File: config.mk
export PLATFORM = sky130hd
export DESIGN_NAME = tam_fifo
export DESIGN_NICKNAME = d
export VERILOG_FILES = /design/src/hdl/tam_pkg.sv /design/src/hdl/tam_fifo.sv
export SDC_FILE = /design/constraint.sdc
export NUM_CORES = 1
export LEC_CHECK = 0
export BUFFER_PORTS_ARGS = -buffer_cell sky130_fd_sc_hd__buf_2
export CAP_MARGIN = 5
export CORE_ASPECT_RATIO = 1.1
export CORE_MARGIN = 4
export CORE_UTILIZATION = 49
export DETAILED_ROUTE_END_ITERATION = 8
export GPL_TIMING_DRIVEN = 0
export PLACE_DENSITY = 0.72
export SYNTH_ARGS = -nofsm -noshare
export SYNTH_HDL_FRONTEND = slang
export SYNTH_SLANG_ARGS = --single-unit
File: constraint.sdc
create_clock -name clk -period 1.7 [get_ports clk]
set_clock_uncertainty 0.1 [all_clocks]
set_input_delay 0.34 -clock clk [delete_from_list [all_inputs] [get_ports clk]]
set_output_delay 0.34 -clock clk [all_outputs]
set_load 0.05 [all_outputs]
File: src/hdl/tam_pkg.sv
// Shared constants and types for the tile average mosaic unit.
package tam_pkg;

	localparam int MAX_WIDTH_DEF = 2048;
	localparam int MAX_TILE_DEF  = 255;
	localparam int HEIGHT_LIMIT  = 2048;

	localparam int TILE_RESET   = 100;
	localparam int WIDTH_RESET  = 640;
	localparam int HEIGHT_RESET = 480;

	localparam int CFG_IDX_W  = 2;
	localparam int CFG_DATA_W = 12;
	localparam int TS_REG_W   = 8;
	localparam int DIM_REG_W  = 12;
	localparam int ROW_W      = 11;
	localparam int POS_W      = 11;
	localparam int CHAN_W     = 8;

	localparam logic [CFG_IDX_W-1:0] REG_TILE_SIZE    = 2'd0;
	localparam logic [CFG_IDX_W-1:0] REG_IMAGE_WIDTH  = 2'd1;
	localparam logic [CFG_IDX_W-1:0] REG_IMAGE_HEIGHT = 2'd2;

	localparam int QUEUE_DEPTH = 4;

	typedef enum logic [1:0] {
		BK_IDLE,
		BK_DIV,
		BK_OUT
	} back_state_t;

	typedef struct packed {
		logic push;
		logic pop;
	} queue_ctl_t;

endpackage

File: src/hdl/tam_fifo.sv
// Small job queue between front and back ends.
module tam_fifo #(
	parameter int W     = 8,
	parameter int DEPTH = tam_pkg::QUEUE_DEPTH
) (
	input  logic                       clk,
	input  logic                       arst_n,
	input  tam_pkg::queue_ctl_t        ctl,
	input  logic [W-1:0]               din,
	output logic [W-1:0]               dout,
	output logic [$clog2(DEPTH+1)-1:0] count
);
	localparam int AW = $clog2(DEPTH);
	localparam int CW = $clog2(DEPTH + 1);

	logic [W-1:0]  buf_q [DEPTH];
	logic [AW-1:0] wp_q, rp_q;
	logic [CW-1:0] cnt_q;

	always_ff @(posedge clk or negedge arst_n) begin
		if (!arst_n) begin
			wp_q  <= '0;
			rp_q  <= '0;
			cnt_q <= '0;
		end else begin
			if (ctl.push)
				wp_q <= wp_q + 1'b1;
			if (ctl.pop)
				rp_q <= rp_q + 1'b1;
			cnt_q <= cnt_q + CW'(ctl.push) - CW'(ctl.pop);
		end
	end

	always_ff @(posedge clk) begin
		if (ctl.push)
			buf_q[wp_q] <= din;
	end

	assign dout  = buf_q[rp_q];
	assign count = cnt_q;

endmodule

==> results of run 1 <==
[report_power, final]
group	switching, uW	leakage (uW)	total, uW	internal [uW]
clock network	279	0.0000282	439	160
registers	85.6	0.000375	1370	1280
logic	1050	0.000292	1740	695
[synth_stat cells (all sizes together)]
library cell,n
and2,4
buf,2
dfrtp,7
edfxtp,32
fa,1
ha,6
inv,6
mux4,8
nand2,2
o21ai,1
xnor2,3
xor2,2
[placed cells by master, fill, tap and decap left out, drive strengths merged]
cell	count
buf	25
clkbuf	6
o21ai	1
dfrtp	7
nand2	2
clkinv	1
mux4	8
inv	6
fa	1
xnor2	3
xor2	2
ha	6
clkinvlp	1
edfxtp	32
and2	4
dlygate4sd3	1
[how the worst min path moves through the flow]
| stage | cells past startpoint | from | end |
|---|---|---|---|
| floorplan | 0 | arst_n | count[0] |
| global placement | 1 | arst_n | rp_q[0] |
| detailed placement | 1 | arst_n | rp_q[0] |
| CTS | 2 | ctl[0] | rp_q[0] |
| global route | 1 | din[6] | buf_q[0][6] |
| finish | 1 | din[1] | buf_q[0][1] |
[sequential cells by signal, summed over array words and instances (netlist names)]
name   cells
buf_q     32
count      3
rp_q       2
wp_q       2
[cell families (layout without fill, tap and decap cells)]
family | after synthesis | after routing | synth area share (%)
buffers and inverters | 8 | 40 | 2.53
flip-flops | 39 | 39 | 74.2
XOR/XNOR | 5 | 5 | 2.86
adder cells (fa/ha/maj) | 7 | 7 | 6.21
AO/OA/AOI/OAI | 1 | 1 | 0.326
multiplexers | 8 | 8 | 11.8
AND/OR/NAND/NOR | 6 | 6 | 2.12
[layout make-up]
| cell class | count | area share [%] |
|---|---|---|
| sequential | 39 | 61.6 |
| multi-input combinational | 27 | 21.2 |
| clock buffer | 6 | 2.24 |
| buffer | 2 | 1.08 |
| tap | 34 | 2.31 |
| inverter | 6 | 1.22 |
| timing repair buffer | 24 | 9.63 |
| clock inverter | 2 | 0.678 |
[what timing repair did]
action | 4_1_cts | 5_1_grt
cloned | 0 | 0
pin swaps | 0 | 4
setup endpoints to repair | 8 | 9
endpoints found under the hold margin | 7 | 0
hold buffers | 1 | 0
setup buffers | 1 | 0
gates resized for setup | 17 | 5
[per-stage QoR]
stage                     power, uW  cell area, sq um  hold slack, ns
after floorplan                2570              1540         -0.0556
after global routing           3790              1850          0.0843
final                          3550              1850           0.118
after detailed placement       2890              1690          0.0850
after global placement         2850              1690          0.0765
after CTS                      3540              1820          0.0899
[per-layer routing]
layer / up-vias / part of all wire [%] / track usage [%]
li1: 338 / - / -
met1: 362 / 39 / 15.5
met2: 16 / 53 / 21.4
met3: 6 / 6.0 / 6.78
met4: 0 / 1.9 / 5.69
met5: - / 0 / 0
[critical path: stages, from the launching register on]
cell and delay (ns):
dfrtp_1 0.37, buf_8 0.16, mux4_2 0.52, buf_6 0.17
==> impl_metrics.csv, run 1 <==
group,metric,value,unit
finish,finalCoreUtilization,61.1,%
clock_tree,clock_tree.buffer_depth,2,
floorplan,core_region_area,3020,sq um
finish,total_of_fill_cells_in_the_finished_design,221,
worst_setup_path,cp-start-kind,"flop",
place,dpl.hpwl,1510,um
finish,num_antenna_cells,0,
yosys,synth_fp_nets,93,
worst_setup_path,worstPathRequired,1.26,ns
yosys,postSynthRegisterBits,39,
power,power_density,1920,nW/um^2
yosys,netlist.area_leader.share,62.7,%
finish,seqCellArea,1140,sq um
finish,layout-area-overhead-vs-synth,20.5,%
worst_setup_path,worstSetupStartpoint,"rp_q[0]",
yosys,post_synth.cell_area_avg,20.7,sq um
finish,net_total_in_the_final_layout,124,
power,irDropWorstVdd,1.34,mV
timing,fin_crit_sh,118,%
floorplan,die-area,4090,sq um
yosys,ys_top_cells_by_area,"edfxtp_1, mux4_2, dfrtp_1",
yosys,post_synth_num_cell_types,13,
detailed_routing,drt-vias-per-instance,5.16,
worst_setup_path,critPathCapture,"dout[6]",
clock_tree,htreeDepth,2,
floorplan,initial_core_utilization,50.7,%
place,place.port_buffers,22,
min_path,timing.hold.worst.class,"input port to flop",
clock_tree,cts-buffers-inserted,5,
detailed_routing,detail_route.wl_per_cell,16.1,um
clock_tree,tritoncts_num_sinks,39,
finish,stdcell_count,140,
global_route,grt_start_max_net_pins,13,
timing,slew-limit-headroom,71.2,%
worst_setup_path,r2r_end,"count[2]",
clock_tree,cts-root-buf,"clkbuf_4",
worst_setup_path,depth_of_the_most_critical_reg_to_reg_path,7,
global_route,via_count_of_the_first_global_routing_pass,763,
power,power.leakage,0.000695,uW
timing,setup_repair_after_global_routing_missed_its_margin,"yes",
worst_setup_path,critPathMaxFanout,9,
worst_setup_path,timing.reg2reg.setup_slack,-0.01,ns
yosys,synth.yosys.seq_area_share,74.2,%
worst_setup_path,critical_path_arrival,1.56,ns
yosys,synth_area_leader_cell,"edfxtp_1",
clock_tree,clock_insertion_delay_worst_skew,0.33,ns
yosys,post_synth_instance_area,1530,sq um
timing,period_needed,2.00,ns
yosys,postSynthCellCount,74,
timing,slew_violations,0,
timing,clock.fmax,0.499,GHz
global_route,grt_first_pass_wirelength,3730,um
finish,multiInputGateArea,392,sq um
run_status,status,"finished, violations left",
worst_setup_path,critical_path_class,"flop to output pin",
floorplan,num_io_pins,23,
timing,worst_path_setup_slack_after_routing,-0.305,ns
detailed_routing,drtPass1Iterations,3,
finish,layout-drive-gt1-share,44.3,%
clock_tree,tritoncts,"yes",
timing,finalSetupViolations,9,
worst_setup_path,worstReg2RegStart,"count[0]",
place,pre_cts_slack,-0.0728,ns
floorplan,floorplan.rows,21,
worst_setup_path,worst_setup_path_end_kind,"output pin",
place,gp_congestion,0.658,
floorplan,fp.dieH,66.6,um
global_route,grt_antenna_before_repair,0,
clock_tree,path_clk_slew,0.11,ns
place,place.detailed.instances,130,
detailed_routing,drt_iter0_markers,20,
global_route,gr-total-overflow,0,
timing,timing_worst_slew_pin_value,0.432,ns
timing,finalSetupTns,-2.35,ns
detailed_routing,ant_nets,0,
detailed_routing,drc,0,
detailed_routing,routed_wl,2250,um
timing,finalHoldViolCount,0,
run_status,violations,"setup timing",
global_route,groute.usage.overall,13.6,%
run,cap_violations,0,
yosys,ys_warn_count,0,
detailed_routing,routed-via-count,722,
floorplan,dieWidth,61.3,um
Note: power is estimated with default switching activity, not from simulation.
==> inputs of run 2 (changes only) <==
- BUFFER_PORTS_ARGS: -buffer_cell sky130_fd_sc_hd__buf_2 -> unset
- CELL_PAD_IN_SITES_DETAIL_PLACEMENT: unset -> 0
- CELL_PAD_IN_SITES_GLOBAL_PLACEMENT: unset -> 2
- CORE_UTILIZATION: 49 -> 41
- DONT_BUFFER_PORTS: unset -> 1
- PLACE_DENSITY: 0.72 -> 0.71
==> impl_metrics.csv, run 2 (synthesized netlist as in run 1, its figures left out) <==
group,metric,value,unit
clock_tree,cts-buffers-inserted,5,
place,place.port_buffers,0,
finish,layout-drive-gt1-share,31.8,%
clock_tree,path_clk_slew,0.08,ns
detailed_routing,drc,0,
worst_setup_path,critical_path_class,"flop to output pin",
floorplan,die-area,4780,sq um
timing,finalSetupViolations,10,
global_route,via_count_of_the_first_global_routing_pass,730,
worst_setup_path,path_cells,"buf_8 > mux4_2",
global_route,grt_first_pass_wirelength,3660,um
worst_setup_path,critical_path_arrival,1.49,ns
detailed_routing,drtPass1Iterations,4,
clock_tree,cts-root-buf,"clkbuf_8",
floorplan,fp.dieH,72.1,um
timing,period_needed,1.93,ns
clock_tree,clock_tree.buffer_depth,2,
timing,finalHoldWorstSlack,0.0291,ns
timing,slew_violations,0,
global_route,groute.usage.overall,11.0,%
finish,net_total_in_the_final_layout,103,
worst_setup_path,worst_setup_path_end_kind,"output pin",
timing,fin_crit_sh,113,%
clock_tree,clock_insertion_delay_worst_skew,0.29,ns
clock_tree,tritoncts,"yes",
run_status,status,"finished, violations left",
worst_setup_path,critPathMaxFanout,9,
detailed_routing,drt_iter0_markers,27,
worst_setup_path,critPathSlowestCell,"mux4_2",
floorplan,num_io_pins,23,
detailed_routing,ant_nets,0,
floorplan,dieWidth,66.3,um
finish,total_of_fill_cells_in_the_finished_design,328,
floorplan,floorplan.rows,23,
finish,num_antenna_cells,0,
global_route,grt_antenna_before_repair,0,
run_status,violations,"setup timing",
clock_tree,htreeDepth,2,
place,gp_congestion,0.707,
min_path,timing.hold.worst.class,"input port to flop",
worst_setup_path,worst_path_largest_cell_delay,0.68,ns
finish,most_common_cell_after_layout_fill_and_taps_aside,"edfxtp_1",
place,dpl.hpwl,1480,um
worst_setup_path,critPathBufInv,1,
finish,layout_common_cells,"edfxtp_1, mux4_2, dfrtp_1, clkbuf_8",
worst_setup_path,worstPathRequired,1.26,ns
detailed_routing,detail_route.wl_per_cell,16.7,um
worst_setup_path,path_delay_family,"multiplexers",
finish,largest_reg_flops,32,
worst_setup_path,cp-start-kind,"flop",
detailed_routing,routed_wl,2260,um
timing,setup_repair_after_global_routing_missed_its_margin,"yes",
clock_tree,tritoncts_num_sinks,39,
timing,worst_path_setup_slack_after_routing,-0.229,ns
floorplan,core_region_area,3630,sq um
detailed_routing,drt-vias-per-instance,4.76,
global_route,grt_start_max_net_pins,14,
finish,layout-area-overhead-vs-synth,15.7,%
timing,finalHoldViolCount,0,
timing,timing_worst_slew_pin_value,0.530,ns
timing,clock.fmax,0.518,GHz
timing,slew-limit-headroom,64.7,%
global_route,gr-total-overflow,0,
floorplan,initial_core_utilization,42.2,%
detailed_routing,routed-via-count,643,
finish,stdcell_count,135,
place,place.detailed.instances,124,
run,cap_violations,0,
finish,top_register,"buf_q",
place,pre_cts_slack,-0.200,ns
[run 2: cell count changes in the layout (fill, tap and decap cells not counted), moves of 5 or more]
| cell | change |
|---|---|
| clkbuf_8 | +5 |
| clkbuf_4 | -5 |
| buf_6 | -8 |
| buf_2 | -14 |
[run 2: area by class of cell]
class                   instances  area, sq um  area share, %
clock inverters                 3         43.8           2.47
repair buffers                  3         25.0           1.41
clock buffers                   5         68.8           3.88
well taps                      50         62.6           3.53
flip-flops and latches         39         1140           64.2
inverters                       6         22.5           1.27
multi-input cells              27          392           22.1
plain buffers                   2         20.0           1.13
[run 2: timing repair]
action / 4_1_cts / 5_1_grt
buffers inserted: 2 / 0
hold endpoints to repair: 7 / 0
setup endpoints to repair: 10 / 10
hold buffers: 1 / 0
gates resized for setup: 2 / 4
[run 2: path summary, 6_finish.rpt]
kind / start / to / slack [ns] / cells past startpoint
max: rp_q[0] / dout[4] / -0.23 / 2
min: ctl[1] / wp_q[0] / 0.03 / 1
max reg2reg: count[0] / count[2] / -0.23 / 7
min reg2reg: wp_q[0] / wp_q[0] / 0.43 / 1
max in group asynchronous: arst_n / count[0] / 0.96 / 1
min in group asynchronous: arst_n / wp_q[0] / 0.28 / 1
[run 2: worst reg2reg max path, cell delays in order, from the launching register on]
cell and delay (ns):
dfrtp_2 0.53, inv_2 0.09, ha_4 0.28, inv_2 0.04, ha_4 0.14, fa_2 0.35, xnor2_2 0.15, xnor2_1 0.14
[run 2: routing by layer]
layer  up-vias  wire (um)  track usage [%]
met5         -          0                0
met4         0         46             5.42
met3         5        140             4.95
met2        17       1230             17.6
met1       324        837             12.5
li1        297          -                -
[run 2: through the flow]
stage	instance area (sq um)	util [%]	setup TNS [ns]
3_5_place_dp	1600	44.1	-0.224
2_1_floorplan	1540	-	-0.147
6_report	1770	48.9	-2.07
3_3_place_gp	1600	44.1	-0.198
5_1_grt	1770	48.9	-2.66
4_1_cts	1740	48.0	-2.19
Power of run 2 is left out: the tool's default activity adds up to more than one toggle a clock period on the data nets, which glitch-free logic cannot reach.
